===== config.mk =====
export PLATFORM = sky130hd
export DESIGN_NAME = nnis_queue
export DESIGN_NICKNAME = d
export VERILOG_FILES = /design/src/rtl/core/nnis_pkg.sv /design/src/rtl/core/nnis_queue.sv
export SDC_FILE = /design/constraint.sdc
export NUM_CORES = 1
export LEC_CHECK = 0
export BUFFER_PORTS_ARGS = -buffer_cell sky130_fd_sc_hd__buf_2
export CELL_PAD_IN_SITES_DETAIL_PLACEMENT = 1
export CELL_PAD_IN_SITES_GLOBAL_PLACEMENT = 1
export CORE_MARGIN = 5
export CORE_UTILIZATION = 42
export CTS_CLUSTER_DIAMETER = 50
export DETAILED_ROUTE_END_ITERATION = 8
export GPL_ROUTABILITY_DRIVEN = 1
export PLACE_DENSITY = 0.65
export SETUP_SLACK_MARGIN = 0.3
export SYNTH_ARGS = -nofsm -noshare
export SYNTH_HDL_FRONTEND = slang
export SYNTH_SLANG_ARGS = --single-unit
export TNS_END_PERCENT = 100

===== constraint.sdc =====
create_clock -name clock -period 2.5 [get_ports clock]
set_input_delay 0.25 -clock clock [delete_from_list [all_inputs] [get_ports clock]]
set_output_delay 0.25 -clock clock [all_outputs]
set_load 0.01 [all_outputs]

===== src/rtl/core/nnis_pkg.sv =====
`timescale 1ns / 1ps
`default_nettype none

package nnis_pkg;

   // Fixed field widths
   localparam int CHAN_BITS     = 8;
   localparam int REG_BITS      = 13;
   localparam int CSR_ADDR_BITS = 4;
   localparam int CSR_DATA_BITS = 32;

   // Defaults for the top-level parameters
   localparam int DEFAULT_STORE_PIXELS = 1048576;
   localparam int DEFAULT_DIM_BITS     = 12;
   localparam int DEFAULT_QUEUE_DEPTH  = 4;

   // Register values after reset
   localparam logic [REG_BITS-1:0] RESET_SRC_WIDTH  = 13'd1280;
   localparam logic [REG_BITS-1:0] RESET_SRC_HEIGHT = 13'd720;
   localparam logic [REG_BITS-1:0] RESET_DST_WIDTH  = 13'd720;
   localparam logic [REG_BITS-1:0] RESET_DST_HEIGHT = 13'd480;

   // Item operation codes
   localparam logic OP_LOAD  = 1'b0;
   localparam logic OP_FETCH = 1'b1;

   typedef enum logic [1:0] {
      REG_SRC_WIDTH,
      REG_SRC_HEIGHT,
      REG_DST_WIDTH,
      REG_DST_HEIGHT
   } reg_index_type;

   typedef enum logic [1:0] {
      ST_DIVIDE,
      ST_WAIT,
      ST_SCALE,
      ST_RUN
   } setup_state_type;

   typedef struct packed {
      logic                 operation;
      logic [CHAN_BITS-1:0] in_blue;
      logic [CHAN_BITS-1:0] in_green;
      logic [CHAN_BITS-1:0] in_red;
   } req_payload_type;

   typedef struct packed {
      logic [CHAN_BITS-1:0] out_blue;
      logic [CHAN_BITS-1:0] out_green;
      logic [CHAN_BITS-1:0] out_red;
      logic                 frame_last;
   } rsp_payload_type;

   typedef struct packed {
      logic [CHAN_BITS-1:0] blue;
      logic [CHAN_BITS-1:0] green;
      logic [CHAN_BITS-1:0] red;
   } pixel_type;

   // Command flags passed from front to back
   typedef struct packed {
      logic load;
      logic last;
      logic in_store;
   } cmd_ctl_type;

endpackage

`default_nettype wire


===== src/rtl/core/nnis_queue.sv =====
`timescale 1ns / 1ps
`default_nettype none

module nnis_queue
   import nnis_pkg::*;
#(
   parameter int WIDTH = 32,
   parameter int DEPTH = DEFAULT_QUEUE_DEPTH
)
(
   input  logic             clock,
   input  logic             reset,
   input  logic             push_valid,
   output logic             push_ready,
   input  logic [WIDTH-1:0] push_data,
   output logic             pop_valid,
   input  logic             pop_ready,
   output logic [WIDTH-1:0] pop_data
);

   localparam int PW = (DEPTH > 1) ? $clog2(DEPTH) : 1;
   localparam int CW = $clog2(DEPTH + 1);

   logic [WIDTH-1:0] slot_ff [DEPTH];
   logic [PW-1:0]    wr_ptr_ff, wr_ptr_in, rd_ptr_ff, rd_ptr_in;
   logic [CW-1:0]    count_ff, count_in;
   logic             do_push, do_pop;

   assign push_ready = count_ff != CW'(DEPTH);
   assign pop_valid  = count_ff != '0;
   assign pop_data   = slot_ff[rd_ptr_ff];
   assign do_push    = push_valid && push_ready;
   assign do_pop     = pop_valid && pop_ready;

   // Advance pointers with wrap at the depth
   always_comb begin
      wr_ptr_in = wr_ptr_ff;
      rd_ptr_in = rd_ptr_ff;
      count_in  = count_ff;
      if (do_push) begin
         wr_ptr_in = (wr_ptr_ff == PW'(DEPTH - 1)) ? '0 : wr_ptr_ff + PW'(1);
      end
      if (do_pop) begin
         rd_ptr_in = (rd_ptr_ff == PW'(DEPTH - 1)) ? '0 : rd_ptr_ff + PW'(1);
      end
      if (do_push && !do_pop) begin
         count_in = count_ff + CW'(1);
      end else if (do_pop && !do_push) begin
         count_in = count_ff - CW'(1);
      end
   end

   always_ff @(posedge clock) begin
      if (reset) begin
         wr_ptr_ff <= '0;
         rd_ptr_ff <= '0;
         count_ff  <= '0;
      end else begin
         wr_ptr_ff <= wr_ptr_in;
         rd_ptr_ff <= rd_ptr_in;
         count_ff  <= count_in;
      end
   end

   always_ff @(posedge clock) begin
      if (do_push) begin
         slot_ff[wr_ptr_ff] <= push_data;
      end
   end

endmodule

`default_nettype wire


After elaboration in Yosys (flattened, before gate mapping). Memories as Yosys holds them, arrays and structs flattened. A register that Yosys moved wholly into a read port is not among the register bits. Index checks and enable logic that the tools add are counted.

Equal/unequal tests: 3. Order comparisons: 0. Add/sub/neg operators: 4. Div/mod/pow operators: 0. Bitwise logic cells: 0. Muxes and demuxes: 8. Reductions and logical operators: 8. Shift operators: 0. $mul: 0.

Operators by type and width (number): 2-to-1 mux 2 bit (4); 2-to-1 mux 3 bit (2); adder 2 x 1 -> 2 bit, second input constant (2); equality test 2 bit, second input constant (2); logical AND 1 bit (4); adder 3 x 1 -> 3 bit, second input constant (1); != test 3 bit, second input constant (1); nonzero test 3 bit (1); subtractor 3 x 1 -> 3 bit, second input constant (1); logical NOT 1 bit (2); 2-to-1 mux 1 bit (2); nonzero test 2 bit (1).

Bits in registers: 7. Memory bits (writable): 128. Output and inout port bits: 34. Memories: 1. Bits in read-only memories: 0. Word-level logic and storage cells: 27. Input port bits: 36. Latch bits: 0.

Memories: slot_ff (depth 4, bits a word 32, read ports 1, clocked after Yosys merged registers in 1, wr ports 1, RTL line nnis_queue.sv:24) `logic [WIDTH-1:0] slot_ff [DEPTH];`.

Logic depth before layout (Yosys ltp). Gate-level depths: netlist of the first run.

Word-level depth: 6. Depth in mapped cells: 9. Gate-level depth less buffers: 8.

Worst setup path after synthesis of the first run. Ideal clock, no wire load.

Kind: reg-to-reg. From: register count_ff[0]. To: register count_ff[2]. Stages on the path, launching flop included: 10. Arrival: 2.120 ns. Clock period less this slack: 2.190 ns. Setup time: 0.070 ns. Path slack: 0.310 ns. Cells stage by stage: dfxtp_1 -> or3b_1 -> clkbuf_2 -> and2_4 -> ha_1 -> inv_1 -> fa_1 -> xor2_1 -> or3_2 -> a21oi_1.

Cells in the longest elaborated chain, start to end: 5.

Ends and longest elaborated chain: start: declaration (RTL line nnis_queue.sv:26) `logic [CW-1:0] count_ff, count_in;`; start signal: assignment (RTL line nnis_queue.sv:61) `count_ff <= count_in;`; != test 3 bit * (RTL line nnis_queue.sv:29) `assign push_ready = count_ff != CW'(DEPTH);`; net push_ready (RTL line nnis_queue.sv:14) `output logic push_ready,`; logical AND 1 bit * (RTL line nnis_queue.sv:32) `assign do_push = push_valid && push_ready;`; net do_push (RTL line nnis_queue.sv:27) `logic do_push, do_pop;`; logical NOT 1 bit (RTL line nnis_queue.sv:48) `end else if (do_pop && !do_push) begin`; logical AND 1 bit (RTL line nnis_queue.sv:48); nonzero test 2 bit (no source line).

The timed path passes the listed nets; every way through them passes the cells marked *. The select of a mux whose other input is x is not followed. A chain may end at the register's enable or synchronous reset.

Final worst setup path of the first run.
From: register count_ff[2]. To: register count_ff[2].

Cells in the longest elaborated chain, start to end: 5.

Ends and longest elaborated chain (RTL line): != test 3 bit * (nnis_queue.sv:29); logical AND 1 bit * (nnis_queue.sv:32); net do_push (nnis_queue.sv:27); logical NOT 1 bit (nnis_queue.sv:48); logical AND 1 bit (nnis_queue.sv:48); nonzero test 2 bit (no source line).

Marks and branches as above.

==> flow_summary.yaml, run 1 <==
sta:
  max_slew.worst_pin.slew_ns: 0.885
  setup_viol: 0
  min_period_over_period_pct: 84.0
  final.setup_skew_ns: 0.00646
  finalHoldViolations: 0
  setup_total_negative_slack_ns: 0
  max_slew_margin_pct: 41.0
  timing.final.max_slew_violations: 0
  max_clock_freq_mhz: 476
  period_minus_slack_ns: 2.10
  setup_ws_ns: 0.401
  rsz0062_at_grt: "false"
clock_network:
  clk_root_buffer_cell: "sky130_fd_sc_hd__clkbuf_16"
  tritoncts_num_sinks: 137
  clk_pin_slew_worst_paths_ns: 0.05
  post_cts_hold_buffer_count: 0
  h-tree-depth: 4
  worstSkewPairLatency_ns: 0.40
  clock_tree.buffer_depth: 2
  total_clock_buffers_created_by_cts: 17
  cts_tree: "built"
hold_path:
  hold_path.class: "primary input to flip-flop"
  min_to: "slot_ff[3][21]"
  worst_hold_startpoint: "push_data[21]"
  hold_path_depth: 1
placement:
  hpwlAfterDp_um: 5460
  dp_worst_setup_slack_ns: 0.214
  place.port_buffers: 69
  place_area_sq_mm: 0.00562
  routabilityCongestion: 0.737
logic_synthesis:
  synth.area.top_cells: "sky130_fd_sc_hd__edfxtp_1 (76%), sky130_fd_sc_hd__mux4_2 (14%), sky130_fd_sc_hd__dfxtp_1 (3.5%)"
  number_of_enable_flip_flop_cells_after_synthesis: 128
  synthMostInstantiatedCell: "sky130_fd_sc_hd__edfxtp_1"
  yosys.area.top_type: "sky130_fd_sc_hd__edfxtp_1"
  yosysWarningCount: 0
  post-synth-top-area-fraction_pct: 75.6
  synthCells: 215
  yosys-top-cells-count: "sky130_fd_sc_hd__edfxtp_1 (128), sky130_fd_sc_hd__mux4_2 (32), sky130_fd_sc_hd__dfxtp_1 (9)"
  dominantRegCellSynth: "sky130_fd_sc_hd__edfxtp_1"
  mapped_nets: 258
  post_synth.cell_area_avg_sq_um: 23.6
  mappedNetlistArea_sq_mm: 0.00508
  yosysSeqAreaShare_pct: 79.2
  register_bit_total_from_synthesis: 137
  synth.lib_cells_used.distinct: 27
  synth_async_sr_flop_share_pct: 0
job:
  cap_violations: 0
setup_path:
  crit_required_ns: 2.83
  end_kind: "flip-flop"
  critical_path.reg2reg.endpoint: "count_ff[2]"
  critical_path_arrival_ns: 2.43
  worst-setup-path-type: "flip-flop to flip-flop"
  r2r.worst_path.cells: 8
  rr_startpoint: "count_ff[2]"
  critical_path_peak_fanout: 5
  regToRegSetupSlack_ns: 0.40
  worstSetupStartpointType: "flip-flop"
floorplan:
  core_area_sq_mm: 0.0120
  initial_utilization_pct: 42.5
  floorplan.die_area_sq_mm: 0.0144
  die_width_um: 120
  die_height_um: 120
  design.portCount: 70
  row_count: 40
outcome:
  outcome: "complete, no violations"
routing:
  wire_per_inst_um: 20.2
  postRouteWirelength_um: 9240
  routed-via-count: 2345
  drt_first_iter_violations: 110
  drc: 0
  dr.pass1.iters: 4
  vias_per_cell: 5.12
  antenna_left: 0
global_routing:
  track_usage_pct: 13.7
  wire_length_of_the_first_global_routing_pass_um: 14400
  antenna_found_initial: 1
  grt.overflow.total: 0
  grt_pass1_vias: 2651
  maximum_number_of_pins_on_one_net_before_global_route_repair: 33
cells_and_area:
  insertedDiodeCount: 0
  post_route_cells_drive_above_1_share_pct: 46.3
  area_delta_synth_final_pct: 22.0
  layout.filler_cells: 1070
  layout.cell_area.non_filler_sq_mm: 0.00620
  fin_nets: 343
power_and_ir_drop:
  cellLeakagePower_nw: 2.13
  powerDensity_mw_per_mm2: 1050
  max-vdd-ir-drop_mv: 0.511
-- report_power, final --
part           switching [mW]  internal (mW)
logic                   0.677          0.657
clock network           0.817           1.44
registers               0.113           2.80
total                    1.61           4.90
-- stage by stage --
| stage | cells | total power, mW | utilization [%] | hold slack [ns] |
|---|---|---|---|---|
| 3_5_place_dp | 427 | 4.25 | 47.0 | 0.468 |
| 6_report | 458 | 6.50 | 51.8 | 0.0602 |
| 3_3_place_gp | 427 | 4.22 | 47.0 | 0.463 |
| 2_1_floorplan | 215 | 3.75 | - | 0.349 |
| 5_1_grt | 458 | 6.84 | 51.8 | 0.0397 |
| 4_1_cts | 457 | 6.55 | 51.5 | 0.0371 |
-- sequential cells by signal, summed over array words and instances, names as in the netlist, named ones only --
name	count
rd_ptr_ff	2
wr_ptr_ff	2
count_ff	3
slot_ff	128
-- cell type report --
cell class | count | area (sq um) | area share [%]
Inverter | 3 | 11.3 | 0.182
Tap cell | 147 | 184 | 2.97
Clock inverter | 6 | 75.1 | 1.21
Sequential cell | 137 | 4030 | 65.0
Timing Repair Buffer | 75 | 407 | 6.56
Multi-Input combinational cell | 66 | 1040 | 16.8
Clock buffer | 24 | 452 | 7.29
-- worst max-delay path, stage by stage, from the launching register on --
cell,delay (ns)
sky130_fd_sc_hd__dfxtp_2,0.38
sky130_fd_sc_hd__or3b_4,0.42
sky130_fd_sc_hd__and2_4,0.19
sky130_fd_sc_hd__ha_4,0.16
sky130_fd_sc_hd__inv_1,0.06
sky130_fd_sc_hd__fa_2,0.19
sky130_fd_sc_hd__xor2_1,0.07
sky130_fd_sc_hd__or3_2,0.42
sky130_fd_sc_hd__a21oi_2,0.15
-- worst max-delay path by stage --
stage | start | endpoint | slack, ns | cells past startpoint
final | count_ff[2] | count_ff[2] | 0.40 | 8
after global placement | count_ff[0] | count_ff[2] | 0.31 | 8
after detailed placement | count_ff[0] | count_ff[2] | 0.21 | 8
after CTS | count_ff[0] | count_ff[2] | 0.28 | 8
after global routing | count_ff[2] | count_ff[2] | 0.34 | 8
after floorplan | count_ff[0] | count_ff[2] | 0.31 | 9
-- what timing repair did --
action,4_1_cts,5_1_grt
resized for setup,2,9
pin swaps,0,0
setup buffers,0,1
endpoints found under the setup margin,6,1
-- per-layer routing --
layer / up-vias / routed length (um) / track usage, %
met5: - / 20 / 0
met4: 2 / 157 / 6.01
met3: 15 / 490 / 5.18
met2: 53 / 4710 / 22.0
met1: 1208 / 3860 / 16.6
li1: 1067 / - / -
-- layout by cell type, fill, tap and decap left out, types with 2 or more instances in the layout --
cell,count
sky130_fd_sc_hd__nor2_1,3
sky130_fd_sc_hd__bufinv_16,2
sky130_fd_sc_hd__dfxtp_1,4
sky130_fd_sc_hd__mux2i_1,3
sky130_fd_sc_hd__and3_2,4
sky130_fd_sc_hd__mux4_2,32
sky130_fd_sc_hd__inv_1,3
sky130_fd_sc_hd__clkinv_1,4
sky130_fd_sc_hd__buf_4,4
sky130_fd_sc_hd__ha_1,5
sky130_fd_sc_hd__dfxtp_2,5
sky130_fd_sc_hd__clkbuf_1,7
sky130_fd_sc_hd__clkbuf_16,17
sky130_fd_sc_hd__nand2b_1,2
sky130_fd_sc_hd__xor2_1,2
sky130_fd_sc_hd__or3_2,2
sky130_fd_sc_hd__edfxtp_1,128
sky130_fd_sc_hd__buf_2,69
-- kinds of logic (layout without fill, tap and decap cells) --
group                      Yosys count  in the layout  synth area share [%]
and+or+nand+nor                     17             17                  2.09
adders and majority gates            7              7                  1.87
AOI/OAI and AO/OA                    5              5                 0.689
xor gates and xnor gates             2              2                 0.345
muxes                               35             35                  14.8
buffers and inverters               12            108                  1.06
DFF                                137            137                  79.2
(Power assumes the default switching activity.)
==> inputs of run 2 (changes only) <==
--- a/config.mk
+++ b/config.mk
@@ -13,7 +13,7 @@
 export CTS_CLUSTER_DIAMETER = 50
 export DETAILED_ROUTE_END_ITERATION = 8
 export GPL_ROUTABILITY_DRIVEN = 1
-export PLACE_DENSITY = 0.65
+export PLACE_DENSITY = 0.68
 export SETUP_SLACK_MARGIN = 0.3
 export SYNTH_ARGS = -nofsm -noshare
 export SYNTH_HDL_FRONTEND = slang
==> constraint.sdc (replaced) <==
create_clock -name clock -period 1.7 [get_ports clock]
set_input_delay 0.17 -clock clock [delete_from_list [all_inputs] [get_ports clock]]
set_output_delay 0.17 -clock clock [all_outputs]
set_load 0.01 [all_outputs]
==> flow_summary.yaml, run 2 (synthesis results as in run 1) <==
outcome:
  outcome: "complete, but fails checks"
  failing_checks: "setup timing"
placement:
  place_area_sq_mm: 0.00585
  routabilityCongestion: 0.695
  dp_worst_setup_slack_ns: -0.241
  place.port_buffers: 69
setup_path:
  end_kind: "flip-flop"
  worstSetupStartpointType: "flip-flop"
  critical_path_peak_fanout: 3
  r2r.worst_path.cells: 8
  crit_required_ns: 2.03
  critical_path.reg2reg.endpoint: "count_ff[2]"
  regToRegSetupSlack_ns: -0.22
  worst-setup-path-type: "flip-flop to flip-flop"
  rr_startpoint: "count_ff[2]"
  critical_path_arrival_ns: 2.25
clock_network:
  total_clock_buffers_created_by_cts: 17
  tritoncts_num_sinks: 137
  clk_root_buffer_cell: "sky130_fd_sc_hd__clkbuf_16"
  h-tree-depth: 4
  clock_tree.buffer_depth: 2
  cts_tree: "built"
  clk_pin_slew_worst_paths_ns: 0.05
  worstSkewPairLatency_ns: 0.40
power_and_ir_drop:
  max-vdd-ir-drop_mv: 1.01
  cellLeakagePower_nw: 2.52
  intPower_mw: 7.95
  switching_share_pct: 25.2
  powerDensity_mw_per_mm2: 1490
  power_frac_clock_pct: 32.1
  switching_power_mw: 2.67
  reg_power_share_pct: 40.3
  power_frac_comb_pct: 27.5
routing:
  drc: 0
  dr.pass1.iters: 4
  antenna_left: 0
  drt_first_iter_violations: 120
  postRouteWirelength_um: 10900
  routed-via-count: 2645
  vias_per_cell: 5.16
  wire_per_inst_um: 21.2
cells_and_area:
  post_route_cells_drive_above_1_share_pct: 47.3
  fin_nets: 397
  final_common_cell: "sky130_fd_sc_hd__edfxtp_1"
  area_delta_synth_final_pct: 40.1
  largest_register_ffs: 128
  insertedDiodeCount: 0
  final_cell_mix: "sky130_fd_sc_hd__edfxtp_1 (128), sky130_fd_sc_hd__buf_2 (44), sky130_fd_sc_hd__mux4_2 (32), sky130_fd_sc_hd__dlygate4sd3_1 (32), sky130_fd_sc_hd__buf_6 (30)"
  largest_register: "slot_ff"
  registers_with_the_most_flip_flops: "slot_ff: 128 flops, count_ff: 3 flops"
  layout.cell_area.non_filler_sq_mm: 0.00712
sta:
  max_clock_freq_mhz: 521
  min_period_over_period_pct: 113
  setup_viol: 68
  rsz0062_at_grt: "true"
  final.setup_skew_ns: 0.00730
  timing.hold.ws_ns: 0.0456
  max_slew_margin_pct: 83.4
  setup_ws_ns: -0.218
  finalHoldViolations: 0
  period_minus_slack_ns: 1.92
  max_slew.worst_pin.slew_ns: 0.248
  timing.final.max_slew_violations: 0
floorplan:
  core_area_sq_mm: 0.0120
  die_height_um: 120
  design.portCount: 70
  initial_utilization_pct: 42.5
  row_count: 40
  floorplan.die_area_sq_mm: 0.0144
  die_width_um: 120
global_routing:
  wire_length_of_the_first_global_routing_pass_um: 16900
  antenna_found_initial: 0
  maximum_number_of_pins_on_one_net_before_global_route_repair: 24
  grt.overflow.total: 0
  grt_pass1_vias: 2943
  track_usage_pct: 15.9
hold_path:
  hold_path_depth: 2
  min_to: "count_ff[2]"
  hold_path.class: "primary input to flip-flop"
  worst_hold_startpoint: "reset"
job:
  cap_violations: 0
==> run 2: cell types whose count changed in the layout (fill, tap and decap cells not counted), sizes merged <==
| cell | delta |
|---|---|
| dlygate4sd3 | +32 |
| clkbuf | -1 |
| buf | +17 |
| clkinvlp | +1 |
| clkinv | +3 |
| bufbuf | +3 |
==> run 2: cell type report <==
cell class,count,area (sq um)
tap,147,184
sequential,137,4040
clock inverter,10,104
multi-input combinational,66,1050
inverter,3,11.3
timing repair buffer,129,1300
clock buffer,21,440
fill,991,4840
==> run 2: worst max-delay path by stage <==
stage	start	depth (start not counted)	endpoint
2_1_floorplan	count_ff[0]	9	count_ff[2]
3_3_place_gp	count_ff[0]	8	count_ff[2]
3_5_place_dp	count_ff[0]	8	count_ff[2]
4_1_cts	count_ff[1]	8	count_ff[2]
5_1_grt	count_ff[2]	7	count_ff[1]
6_report	count_ff[2]	8	count_ff[2]
==> run 2: worst max-delay path, stage by stage (launching register included) <==
cell and delay [ns]:
sky130_fd_sc_hd__dfxtp_2 0.33, sky130_fd_sc_hd__or3b_4 0.23, sky130_fd_sc_hd__and2_4 0.15, sky130_fd_sc_hd__ha_4 0.14, sky130_fd_sc_hd__inv_2 0.04, sky130_fd_sc_hd__fa_2 0.34
sky130_fd_sc_hd__xor2_1 0.16, sky130_fd_sc_hd__or3_4 0.33, sky130_fd_sc_hd__a21oi_2 0.13
==> run 2: power by group through the flow <==
stage | logic [mW] | registers [mW] | clock network [mW]
floorplan | 1.35 | 4.29 | 0
global placement | 2.23 | 4.29 | 0
detailed placement | 2.27 | 4.32 | 0
CTS | 2.74 | 4.27 | 3.47
global route | 3.14 | 4.31 | 3.69
finish | 2.92 | 4.28 | 3.41
==> run 2: per-layer routing <==
layer  vias to the layer above  share of wire, %  track usage [%]
li1                       1181                 -                -
met1                      1386                43             20.3
met2                        71                52             26.1
met3                         7               3.5             4.48
met4                         0              0.87             5.58
met5                         -                 0                0
==> run 2: what timing repair did <==
| action | in CTS | in global routing |
|---|---|---|
| hold buffers | 32 | 0 |
| pin swaps | 3 | 1 |
| gates cloned | 4 | 2 |
| endpoints found under the setup margin | 165 | 165 |
| gates resized for setup | 31 | 12 |
| setup buffers | 1 | 1 |
| hold endpoints to repair | 128 | 0 |
==> run 2: metrics by stage <==
stage | util, % | TNS, ns | power (mW) | std cells
floorplan | - | -0.519 | 5.64 | 215
global placement | 48.9 | -0.235 | 6.51 | 442
detailed placement | 48.9 | -0.396 | 6.58 | 442
CTS | 58.5 | -6.19 | 10.5 | 510
global route | 59.5 | -9.52 | 11.1 | 513
finish | 59.5 | -5.96 | 10.6 | 513
