### src/rtl/core/nnis_pkg.sv
`timescale 1ns / 1ps
`default_nettype none

package nnis_pkg;

   // Fixed field widths
   localparam int CHAN_BITS     = 8;
   localparam int REG_BITS      = 13;
   localparam int CSR_ADDR_BITS = 4;
   localparam int CSR_DATA_BITS = 32;

   // Defaults for the top-level parameters
   localparam int DEFAULT_STORE_PIXELS = 1048576;
   localparam int DEFAULT_DIM_BITS     = 12;
   localparam int DEFAULT_QUEUE_DEPTH  = 4;

   // Register values after reset
   localparam logic [REG_BITS-1:0] RESET_SRC_WIDTH  = 13'd1280;
   localparam logic [REG_BITS-1:0] RESET_SRC_HEIGHT = 13'd720;
   localparam logic [REG_BITS-1:0] RESET_DST_WIDTH  = 13'd720;
   localparam logic [REG_BITS-1:0] RESET_DST_HEIGHT = 13'd480;

   // Item operation codes
   localparam logic OP_LOAD  = 1'b0;
   localparam logic OP_FETCH = 1'b1;

   typedef enum logic [1:0] {
      REG_SRC_WIDTH,
      REG_SRC_HEIGHT,
      REG_DST_WIDTH,
      REG_DST_HEIGHT
   } reg_index_type;

   typedef enum logic [1:0] {
      ST_DIVIDE,
      ST_WAIT,
      ST_SCALE,
      ST_RUN
   } setup_state_type;

   typedef struct packed {
      logic                 operation;
      logic [CHAN_BITS-1:0] in_blue;
      logic [CHAN_BITS-1:0] in_green;
      logic [CHAN_BITS-1:0] in_red;
   } req_payload_type;

   typedef struct packed {
      logic [CHAN_BITS-1:0] out_blue;
      logic [CHAN_BITS-1:0] out_green;
      logic [CHAN_BITS-1:0] out_red;
      logic                 frame_last;
   } rsp_payload_type;

   typedef struct packed {
      logic [CHAN_BITS-1:0] blue;
      logic [CHAN_BITS-1:0] green;
      logic [CHAN_BITS-1:0] red;
   } pixel_type;

   // Command flags passed from front to back
   typedef struct packed {
      logic load;
      logic last;
      logic in_store;
   } cmd_ctl_type;

endpackage

`default_nettype wire

### src/rtl/core/nnis_divider.sv
`timescale 1ns / 1ps
`default_nettype none

module nnis_divider
   import nnis_pkg::*;
#(
   parameter int W = DEFAULT_DIM_BITS + 1
)
(
   input  logic         clock,
   input  logic         reset,
   input  logic         start,
   input  logic [W-1:0] dividend,
   input  logic [W-1:0] divisor,
   output logic         busy,
   output logic [W-1:0] quotient,
   output logic [W-1:0] remainder
);

   localparam int CNTW = $clog2(W + 1);

   logic [W-1:0]    rem_ff, rem_in;
   logic [W-1:0]    quo_ff, quo_in;
   logic [W-1:0]    div_ff, div_in;
   logic [CNTW-1:0] count_ff, count_in;
   logic            busy_ff, busy_in;
   logic [W:0]      trial;
   logic            fits;

   // One quotient bit per cycle, restoring
   always_comb begin
      trial    = {rem_ff, quo_ff[W-1]};
      fits     = trial >= {1'b0, div_ff};
      rem_in   = rem_ff;
      quo_in   = quo_ff;
      div_in   = div_ff;
      count_in = count_ff;
      busy_in  = busy_ff;
      if (start) begin
         rem_in   = '0;
         quo_in   = dividend;
         div_in   = divisor;
         count_in = CNTW'(W);
         busy_in  = 1'b1;
      end else if (busy_ff) begin
         rem_in   = fits ? W'(trial - {1'b0, div_ff}) : trial[W-1:0];
         quo_in   = {quo_ff[W-2:0], fits};
         count_in = count_ff - CNTW'(1);
         busy_in  = count_ff != CNTW'(1);
      end
   end

   always_ff @(posedge clock) begin
      if (reset) begin
         busy_ff  <= 1'b0;
         count_ff <= '0;
      end else begin
         busy_ff  <= busy_in;
         count_ff <= count_in;
      end
   end

   always_ff @(posedge clock) begin
      rem_ff <= rem_in;
      quo_ff <= quo_in;
      div_ff <= div_in;
   end

   assign busy      = busy_ff;
   assign quotient  = quo_ff;
   assign remainder = rem_ff;

endmodule

`default_nettype wire

### src/rtl/core/nnis_front.sv
`timescale 1ns / 1ps
`default_nettype none

module nnis_front
   import nnis_pkg::*;
#(
   parameter int STORE_PIXELS = DEFAULT_STORE_PIXELS,
   parameter int DIM_BITS     = DEFAULT_DIM_BITS
)
(
   input  logic                             clock,
   input  logic                             reset,
   input  logic                             psel,
   input  logic                             penable,
   input  logic                             pwrite,
   input  logic [CSR_ADDR_BITS-1:0]         paddr,
   input  logic [CSR_DATA_BITS-1:0]         pwdata,
   output logic [CSR_DATA_BITS-1:0]         prdata,
   output logic                             pready,
   input  logic                             req_valid,
   output logic                             req_ready,
   input  req_payload_type                  req_data,
   output logic                             push_valid,
   input  logic                             push_ready,
   output cmd_ctl_type                      push_ctl,
   output pixel_type                        push_pixel,
   output logic [$clog2(STORE_PIXELS)-1:0]  push_addr
);

   localparam int DW   = DIM_BITS + 1;
   localparam int FW   = 2 * DIM_BITS + 2;
   localparam int SA   = $clog2(STORE_PIXELS);
   localparam int CMPW = (FW > SA + 1) ? FW : SA + 1;
   localparam int MW   = (REG_BITS > DW) ? REG_BITS : DW;
   localparam logic [MW-1:0]   DIM_MAX   = MW'(1) << DIM_BITS;
   localparam logic [CMPW-1:0] STORE_LIM = CMPW'(STORE_PIXELS);

   // Force a register value into 1 .. 2^DIM_BITS
   function automatic logic [DW-1:0] clamp_dim(input logic [REG_BITS-1:0] v);
      logic [MW-1:0] x;
      x = MW'(v);
      if (x == '0) begin
         x = MW'(1);
      end else if (x > DIM_MAX) begin
         x = DIM_MAX;
      end
      return x[DW-1:0];
   endfunction

   setup_state_type state_ff, state_in;
   logic            div_start;

   logic [DW-1:0] sw_ff, sw_in, sh_ff, sh_in, dw_ff, dw_in, dh_ff, dh_in;
   logic [FW-1:0] frame_ff, frame_in, row_step_ff, row_step_in;
   logic [FW-1:0] load_pos_ff, load_pos_in, row_base_ff, row_base_in;
   logic [DIM_BITS-1:0] out_col_ff, out_col_in, out_row_ff, out_row_in;
   logic [DIM_BITS-1:0] scol_ff, scol_in, crem_ff, crem_in, rrem_ff, rrem_in;

   logic          row_busy, col_busy;
   logic [DW-1:0] row_quo, row_rem, col_quo, col_rem;

   logic          cfg_write;
   reg_index_type cfg_index;
   logic [DW-1:0] cfg_dim;
   logic          accept;

   logic [FW-1:0] load_next, fetch_addr;
   logic          load_wrap;
   logic [DW-1:0] col_pos_next, row_pos_next, csum, rsum, scol_next;
   logic          col_wrap, row_wrap, ccarry, rcarry;

   nnis_divider #(.W(DW)) u_row_div (
      .clock     (clock),
      .reset     (reset),
      .start     (div_start),
      .dividend  (sh_ff),
      .divisor   (dh_ff),
      .busy      (row_busy),
      .quotient  (row_quo),
      .remainder (row_rem)
   );

   nnis_divider #(.W(DW)) u_col_div (
      .clock     (clock),
      .reset     (reset),
      .start     (div_start),
      .dividend  (sw_ff),
      .divisor   (dw_ff),
      .busy      (col_busy),
      .quotient  (col_quo),
      .remainder (col_rem)
   );

   // Register port decode
   assign pready    = 1'b1;
   assign cfg_write = psel & penable & pwrite;
   assign cfg_index = reg_index_type'(paddr[CSR_ADDR_BITS-1:2]);
   assign cfg_dim   = clamp_dim(pwdata[REG_BITS-1:0]);

   always_comb begin
      case (cfg_index)
         REG_SRC_WIDTH:  prdata = CSR_DATA_BITS'(sw_ff);
         REG_SRC_HEIGHT: prdata = CSR_DATA_BITS'(sh_ff);
         REG_DST_WIDTH:  prdata = CSR_DATA_BITS'(dw_ff);
         REG_DST_HEIGHT: prdata = CSR_DATA_BITS'(dh_ff);
         default:        prdata = '0;
      endcase
   end

   // Setup sequencer: step constants, then accept items
   always_comb begin
      state_in  = state_ff;
      div_start = 1'b0;
      case (state_ff)
         ST_DIVIDE: begin
            div_start = 1'b1;
            state_in  = ST_WAIT;
         end
         ST_WAIT: begin
            if (!row_busy && !col_busy) begin
               state_in = ST_SCALE;
            end
         end
         ST_SCALE: state_in = ST_RUN;
         ST_RUN:   state_in = ST_RUN;
         default:  state_in = ST_DIVIDE;
      endcase
      if (cfg_write) begin
         state_in = ST_DIVIDE;
      end
   end

   always_ff @(posedge clock) begin
      if (reset) begin
         state_ff <= ST_DIVIDE;
      end else begin
         state_ff <= state_in;
      end
   end

   // Accept items only into a free queue slot once set up
   assign push_valid = req_valid && (state_ff == ST_RUN);
   assign req_ready  = (state_ff == ST_RUN) && push_ready;
   assign accept     = req_valid && req_ready;

   // Load position and fetch address
   assign load_next  = load_pos_ff + FW'(1);
   assign load_wrap  = load_next >= frame_ff;
   assign fetch_addr = row_base_ff + FW'(scol_ff);

   // Column and row step accumulators
   assign col_pos_next = DW'(out_col_ff) + DW'(1);
   assign row_pos_next = DW'(out_row_ff) + DW'(1);
   assign col_wrap     = col_pos_next >= dw_ff;
   assign row_wrap     = row_pos_next >= dh_ff;
   assign csum         = DW'(crem_ff) + col_rem;
   assign rsum         = DW'(rrem_ff) + row_rem;
   assign ccarry       = csum >= dw_ff;
   assign rcarry       = rsum >= dh_ff;
   assign scol_next    = DW'(scol_ff) + col_quo + DW'(ccarry);

   // Classify the item into a queue command
   always_comb begin
      push_pixel.blue  = req_data.in_blue;
      push_pixel.green = req_data.in_green;
      push_pixel.red   = req_data.in_red;
      if (req_data.operation == OP_LOAD) begin
         push_ctl.load     = 1'b1;
         push_ctl.last     = 1'b0;
         push_ctl.in_store = CMPW'(load_pos_ff) < STORE_LIM;
         push_addr         = load_pos_ff[SA-1:0];
      end else begin
         push_ctl.load     = 1'b0;
         push_ctl.last     = col_wrap && row_wrap;
         push_ctl.in_store = CMPW'(fetch_addr) < STORE_LIM;
         push_addr         = fetch_addr[SA-1:0];
      end
   end

   // Next values for registers, counters and step constants
   always_comb begin
      sw_in       = sw_ff;
      sh_in       = sh_ff;
      dw_in       = dw_ff;
      dh_in       = dh_ff;
      frame_in    = frame_ff;
      row_step_in = row_step_ff;
      load_pos_in = load_pos_ff;
      row_base_in = row_base_ff;
      out_col_in  = out_col_ff;
      out_row_in  = out_row_ff;
      scol_in     = scol_ff;
      crem_in     = crem_ff;
      rrem_in     = rrem_ff;

      if (state_ff == ST_SCALE) begin
         frame_in    = FW'(sw_ff) * FW'(sh_ff);
         row_step_in = FW'(row_quo) * FW'(sw_ff);
      end

      if (cfg_write) begin
         case (cfg_index)
            REG_SRC_WIDTH:  sw_in = cfg_dim;
            REG_SRC_HEIGHT: sh_in = cfg_dim;
            REG_DST_WIDTH:  dw_in = cfg_dim;
            REG_DST_HEIGHT: dh_in = cfg_dim;
            default:        sw_in = sw_ff;
         endcase
         load_pos_in = '0;
         row_base_in = '0;
         out_col_in  = '0;
         out_row_in  = '0;
         scol_in     = '0;
         crem_in     = '0;
         rrem_in     = '0;
      end else if (accept) begin
         if (req_data.operation == OP_LOAD) begin
            load_pos_in = load_wrap ? '0 : load_next;
         end else if (!col_wrap) begin
            out_col_in = col_pos_next[DIM_BITS-1:0];
            scol_in    = scol_next[DIM_BITS-1:0];
            crem_in    = ccarry ? DIM_BITS'(csum - dw_ff) : csum[DIM_BITS-1:0];
         end else begin
            out_col_in = '0;
            scol_in    = '0;
            crem_in    = '0;
            if (row_wrap) begin
               out_row_in  = '0;
               row_base_in = '0;
               rrem_in     = '0;
            end else begin
               out_row_in  = row_pos_next[DIM_BITS-1:0];
               row_base_in = row_base_ff + row_step_ff + (rcarry ? FW'(sw_ff) : '0);
               rrem_in     = rcarry ? DIM_BITS'(rsum - dh_ff) : rsum[DIM_BITS-1:0];
            end
         end
      end
   end

   always_ff @(posedge clock) begin
      if (reset) begin
         sw_ff       <= clamp_dim(RESET_SRC_WIDTH);
         sh_ff       <= clamp_dim(RESET_SRC_HEIGHT);
         dw_ff       <= clamp_dim(RESET_DST_WIDTH);
         dh_ff       <= clamp_dim(RESET_DST_HEIGHT);
         load_pos_ff <= '0;
         row_base_ff <= '0;
         out_col_ff  <= '0;
         out_row_ff  <= '0;
         scol_ff     <= '0;
         crem_ff     <= '0;
         rrem_ff     <= '0;
      end else begin
         sw_ff       <= sw_in;
         sh_ff       <= sh_in;
         dw_ff       <= dw_in;
         dh_ff       <= dh_in;
         load_pos_ff <= load_pos_in;
         row_base_ff <= row_base_in;
         out_col_ff  <= out_col_in;
         out_row_ff  <= out_row_in;
         scol_ff     <= scol_in;
         crem_ff     <= crem_in;
         rrem_ff     <= rrem_in;
      end
   end

   always_ff @(posedge clock) begin
      frame_ff    <= frame_in;
      row_step_ff <= row_step_in;
   end

`ifndef NO_ASSERTIONS
   a_pos_in_range: assert property (@(posedge clock) disable iff (reset)
      state_ff == ST_RUN |-> (DW'(out_col_ff) < dw_ff) && (DW'(out_row_ff) < dh_ff))
      else $error("destination position outside the frame");

   a_rem_in_range: assert property (@(posedge clock) disable iff (reset)
      state_ff == ST_RUN |-> (DW'(crem_ff) < dw_ff) && (DW'(rrem_ff) < dh_ff))
      else $error("step remainder not below its divisor");

   a_load_in_frame: assert property (@(posedge clock) disable iff (reset)
      state_ff == ST_RUN |-> load_pos_ff < frame_ff)
      else $error("load position past the source frame");

   a_cfg_restart: assert property (@(posedge clock) disable iff (reset)
      cfg_write |=> state_ff == ST_DIVIDE && load_pos_ff == '0 &&
                    out_col_ff == '0 && out_row_ff == '0)
      else $error("register write did not restart both frames");
`endif

endmodule

`default_nettype wire

### config.mk
export PLATFORM = sky130hd
export DESIGN_NAME = nnis_front
export DESIGN_NICKNAME = d
export VERILOG_FILES = /design/src/rtl/core/nnis_pkg.sv /design/src/rtl/core/nnis_divider.sv /design/src/rtl/core/nnis_front.sv
export SDC_FILE = /design/constraint.sdc
export NUM_CORES = 2
export LEC_CHECK = 0
export BUFFER_PORTS_ARGS = -buffer_cell sky130_fd_sc_hd__clkbuf_2
export CORE_ASPECT_RATIO = 1.5
export CORE_MARGIN = 2
export CORE_UTILIZATION = 45
export DETAILED_ROUTE_END_ITERATION = 7
export PLACE_DENSITY_LB_ADDON = 0.05
export SKIP_LAST_GASP = 1
export SYNTH_ARGS = -nofsm -noshare
export SYNTH_HDL_FRONTEND = slang
export SYNTH_SLANG_ARGS = --single-unit
### constraint.sdc
create_clock -name clock -period 6.95 [get_ports clock]
set_clock_uncertainty 0.2 [all_clocks]
set_input_delay 1.39 -clock clock [delete_from_list [all_inputs] [get_ports clock]]
set_output_delay 1.39 -clock clock [all_outputs]
set_load 0.01 [all_outputs]
# Word-level counts from Yosys, hierarchy flattened
# Index checks and enable logic that the tools add are counted.
[totals]
output_inout_bits = 82
input_bits = 68
reg_bits = 306
elab_cells = 120
[classes]
magnitude_cmp = 10
n_eq_ne = 9
muxes = 32
multipliers = 2
bitwise_logic = 3
n_reduce_logical = 22
add_sub_neg = 16
[op_table]
columns = ["cell", "count"]
rows = [
  ["32-bit case mux with 4 select lines", 1],
  ["13-bit two-way mux", 9],
  ["12-bit two-way mux", 7],
  ["13-bit >= comparator", 4],
  ["26-bit by 21-bit < comparator with 1-bit output, second input constant", 2],
  ["13-bit by 13-bit multiplier with 26-bit output", 2],
  ["26-bit two-way mux", 2],
  ["14-bit by 13-bit >= comparator with 1-bit output", 2],
  ["12-bit by 1-bit adder with 13-bit output, second input constant", 2],
  ["12-bit by 13-bit adder with 13-bit output", 2],
  ["26-bit by 1-bit adder with 26-bit output, second input constant", 1],
  ["26-bit by 12-bit adder with 26-bit output", 1],
  ["26-bit by 13-bit adder with 26-bit output", 1],
  ["26-bit adder", 1],
  ["26-bit >= comparator", 1],
  ["13-bit subtractor", 2],
  ["12-bit subtractor", 2],
  ["20-bit two-way mux", 1],
  ["4-bit two-way mux", 4],
  ["13-bit greater-than comparator, second input constant", 1],
  ["13-bit logical NOT", 1],
  ["12-bit by 1-bit adder with 12-bit output", 1],
  ["12-bit adder", 1],
  ["2-bit AND reduction", 6],
  ["other kinds (17)", 37],
]

# Depth between registers and ports, before layout
[depth]
word_depth = 5
mapped_depth = 30
depth_no_buf = 29

# Hierarchy
# From an unflattened synthesis, not the netlist that was laid out.
[hier_totals]
cells_unflattened = 3490
area_unflattened_um2 = 31013.5
[by_module_without_submodules]
columns = ["module", "area_each_um2", "cells_per_inst", "n_inst"]
rows = [
  ["nnis_front", 26053.7, 3024, 1],
  ["nnis_divider", 2479.9, 233, 2],
]

# Worst setup path before layout
# Ideal clock, no wire load.
[synth_timing]
path_type = "register to register"
start = "register u_row_div.rem_ff[0], in the netlist u_row_div.remainder[0]"
end = "register row_base_ff[25]"
arrival_ps = 6469
setup_ps = 121
period_less_slack_ps = 6791
n_path_buf = 1
slack_ps = 159
path_stages_with_launch = 31
path_cell_list = "dfxtp_1 ha_1 inv_1 fa_1 nor2b_1 o21ai_0 a21boi_0 o21ai_0 a21oi_1 a21o_1 a2111oi_0 nor3_1 xor2_1 ha_1 nand3_1 o21ai_1 clkbuf_1 and2_1 fa_1 ha_1 inv_1 fa_1 nor2b_4 o31a_4 o311ai_4 a211oi_2 o2111ai_2 a211oi_1 or3_1 a31o_1 mux2_4"
[synth_via]
elab_chain_len = 5
[synth_lines]
columns = ["element", "line_no", "text"]
rows = [
  ["start: declaration", "nnis_divider.sv:22", "logic [W-1:0] rem_ff, rem_in;"],
  ["start signal: assignment", "nnis_divider.sv:64", "rem_ff <= rem_in;"],
  ["12-bit by 13-bit adder with 13-bit output", "nnis_front.sv:157", "assign rsum = DW'(rrem_ff) + row_rem;"],
  ["13-bit >= comparator", "nnis_front.sv:159", "assign rcarry = rsum >= dh_ff;"],
  ["13-bit two-way mux", "nnis_front.sv:233", "row_base_in = row_base_ff + row_step_ff + (rcarry ? FW'(sw_ff) : '0);"],
  ["26-bit by 13-bit adder with 26-bit output", "nnis_front.sv:233", ""],
  ["26-bit two-way mux", "nnis_front.sv:227", "if (row_wrap) begin"],
  ["end signal: assignment", "nnis_front.sv:259", "row_base_ff <= row_base_in;"],
  ["end: declaration", "nnis_front.sv:55", "logic [FW-1:0] load_pos_ff, load_pos_in, row_base_ff, row_base_in;"],
]
# No other way between the ends.
# A chain may end at the register's enable or synchronous reset.

# Worst setup path in the final report
# Ends and elaborated chain as after synthesis.

==> run metrics <==
status finished clean; Peak VDD IR 0.000199 V; busiest grt layer met2; iteration-0 DRC count of the detailed router 1334; Root Driver clkbuf_16; input/output buffers 60; antenna cells 0; ys async rst share 0%; Pwr per Cell Area 182 nW/um^2; routed vias/inst 5.51; top-area cell type share of the netlist area 17.1%; die width 219 um; worst r2r dst row_base_ff[25]$_SDFFE_PP0P_; CP Class flop to flop; CP Launch Point u_row_div.remainder[0]$_SDFFE_PP0P_; Final Slew Violations 0; launching point of the worst reg2reg path u_row_div.remainder[0]$_SDFFE_PP0P_; cts-stage hold buffer count 0; max_slew headroom 17.5%; Cells after Synth 3551; CTS Buffer Depth 3; Post-CTS Setup Bufs 0; syn_area_per_cell 8.75 sq um; met2 GRT Util 48.6%; internal power 0.00396 W; worst min path class flop to flop; final hold viol count 0; final core occ 49.1%; DRT Pass-1 Iters 5; clk slew on worst S/H paths 0.07 ns; area post-placement 32400 sq um; fraction of power consumed by sequential logic 35.2%; cell taking the most area after synthesis fa_1; RSZ-0062 raised after global routing true; Main synth FF type dfxtp_1; Starting Density 45.2%; GPL Wtd Cong 0.894; CTS sink cnt 306; first-pass GRT wire length 140 mm; Tcrit/Tclk final 95.9%; WL final 89.8 mm; Max Clk Rate 150 MHz; Synth area leaders fa_1 (17%), ha_1 (13%), dfxtp_1 (13%); die area 71200 sq um; Post-Syn Area 31100 sq um; H-tree Lvls 2; CP required 7.21 ns; R2R depth 29; sequential share of the synthesized area 23.1%; most frequent cells after synthesis nand2_1 (486), inv_1 (394), ha_1 (335), fa_1 (265), a21oi_1 (231); Crit path largest cell delay 0.45 ns; CTS tree built; Clock Latency Late Sink 0.58 ns; share of cells above drive strength 1 8.01%; Worst EP arrival 6.93 ns; GRT met1 Usage 27.2%; CP Capture Type flop; Final HPWL DP 70.5 mm; CTS Buf Count 37; antenna violations before repair 0; global route total overflow 0; Die Y-Extent 326 um; M3 GR Usage 2.46%; flop2flop setup slack 0.29 ns; Logic pwr share 31.3%; Area growth syn-to-layout 8.46%; Routed Antenna Nets 0; Post-synth EDFFs 104; # Max-Cap Violations 0; DRC viols 0; worst setup path endpoint row_base_ff[25]$_SDFFE_PP0P_; Max stage delay cell, worst path fa_1; P_leak 15.9 nW; Filler cells 6676; Core Box Area 68700 sq um; cell mode on critical path ha_1; top-count cell post-synth nand2_1; Finish-stage setup viols 0; min Tclk post-route 6.66 ns; Synth Register Bits 306; clock share of power 33.5%; Psw 0.00217 W; number of placement rows 118; GRT Util Overall 25.5%; Final nets 4235; via count 24800; largest net degree at the start of global routing 64; I/O pins 150; DR WL/cell 20.0 um; worst slew pin tran 1.24 ns; yosys warns 0; CP Launch Type flop; fin area 33700 sq um; distinct cell type count after synthesis 90; Sw Share 35.4%; CP Max Fanout 11; vias in the first global route 25600
per-layer routing:
layer | vias up | routed length, um
li1 | 11900 | -
met1 | 12200 | 32400
met2 | 519 | 49100
met3 | 206 | 3000
met4 | 0 | 5260
met5 | - | 0
final cells by class:
type	count	area (sq um)	share of cell area [%]
clock inverters	24	215	0.639
clock buffers	44	1050	3.11
multi-input cells	2668	21600	64.1
inverters	396	1490	4.41
repair buffers	158	1060	3.15
well taps	900	1130	3.34
flip-flops and latches	306	7170	21.3
worst min-delay path by stage:
stage                       startpoint                       endpoint  slack (ns)  cells past startpoint
2_1_floorplan    dh_ff[5]$_SDFFE_PP1P_  u_row_div.div_ff[5]$_DFFE_PP_        0.22                      0
3_3_place_gp   rrem_ff[9]$_SDFFE_PP0P_        rrem_ff[9]$_SDFFE_PP0P_        0.24                      2
3_5_place_dp   rrem_ff[0]$_SDFFE_PP0P_        rrem_ff[0]$_SDFFE_PP0P_        0.25                      2
4_1_cts        rrem_ff[0]$_SDFFE_PP0P_        rrem_ff[0]$_SDFFE_PP0P_        0.25                      2
5_1_grt        rrem_ff[0]$_SDFFE_PP0P_        rrem_ff[0]$_SDFFE_PP0P_        0.27                      2
6_report       rrem_ff[0]$_SDFFE_PP0P_        rrem_ff[0]$_SDFFE_PP0P_        0.25                      2
cells in the final DEF, fill, tap and decap left out, drive strengths merged, types with 40 or more instances in the layout:
cell type / n
nand2: 486
inv: 403
ha: 335
fa: 265
a21oi: 232
dfxtp: 202
nor2: 177
and2: 174
o21ai: 163
xnor2: 118
edfxtp: 104
clkbuf: 104
buf: 98
nand3: 75
xor2: 71
a21o: 53
nor3: 48
mux2i: 43
and3: 40
state kept, by name, indices dropped and copies added, names as in the netlist:
signal,flops
state_ff,2
u_col_div.remainder,13
u_row_div.remainder,13
crem_ff,12
frame_ff,26
load_pos_ff,26
row_step_ff,26
u_col_div.busy,1
sw_ff,13
u_col_div.quotient,13
dw_ff,13
sh_ff,13
scol_ff,12
u_row_div.busy,1
u_row_div.quotient,13
u_row_div.div_ff,13
u_col_div.div_ff,13
rrem_ff,12
out_row_ff,12
u_row_div.count_ff,4
u_col_div.count_ff,4
dh_ff,13
out_col_ff,12
row_base_ff,26
metrics by stage:
stage                     power, W  TNS (ns)  setup slack [ns]  hold WS, ns  cells
after floorplan            0.00354         0             0.159        0.225   3569
after global placement     0.00409         0            0.0758        0.244   4428
after detailed placement   0.00413         0             0.149        0.245   4428
after CTS                  0.00620         0             0.111        0.255   4496
after global routing       0.00648   -0.0827           -0.0827        0.268   4496
final                      0.00613         0             0.287        0.254   4496
power by group through the flow:
stage	Combinational [W]	Clock, W	Sequential, W
5_1_grt	0.00214	0.00216	0.00217
2_1_floorplan	0.00146	0	0.00208
3_3_place_gp	0.00189	0	0.00220
6_report	0.00192	0.00205	0.00216
4_1_cts	0.00194	0.00210	0.00216
3_5_place_dp	0.00193	0	0.00220
what timing repair did:
item	4_1_cts	5_1_grt
endpoints found under the hold margin	0	0
endpoints found under the setup margin	0	11
resized for setup	0	7
critical path: cells and delay by family (launching register included):
family	cells	cell delay [ns]
fa+ha+maj	5	1.61
simple gates	5	1.08
compound gates	14	2.48
xor+xnor	1	0.19
mux	1	0.25
buf+inv	3	0.40
flops	1	0.34
kinds of logic (layout without fill, tap and decap cells):
| kind of cell | count (synthesis) | after routing | share of synthesized area [%] |
|---|---|---|---|
| DFF | 306 | 306 | 23.1 |
| buffers and inverters | 595 | 622 | 7.78 |
| AOI/OAI and AO/OA | 636 | 636 | 12.7 |
| adders and majority gates | 600 | 600 | 30.6 |
| and+or+nand+nor | 1154 | 1154 | 17.6 |
| other | 2 | 20 | 0.0242 |
| muxes | 69 | 69 | 2.84 |
| xor gates and xnor gates | 189 | 189 | 5.33 |
Power figures use the tool's default switching activity.
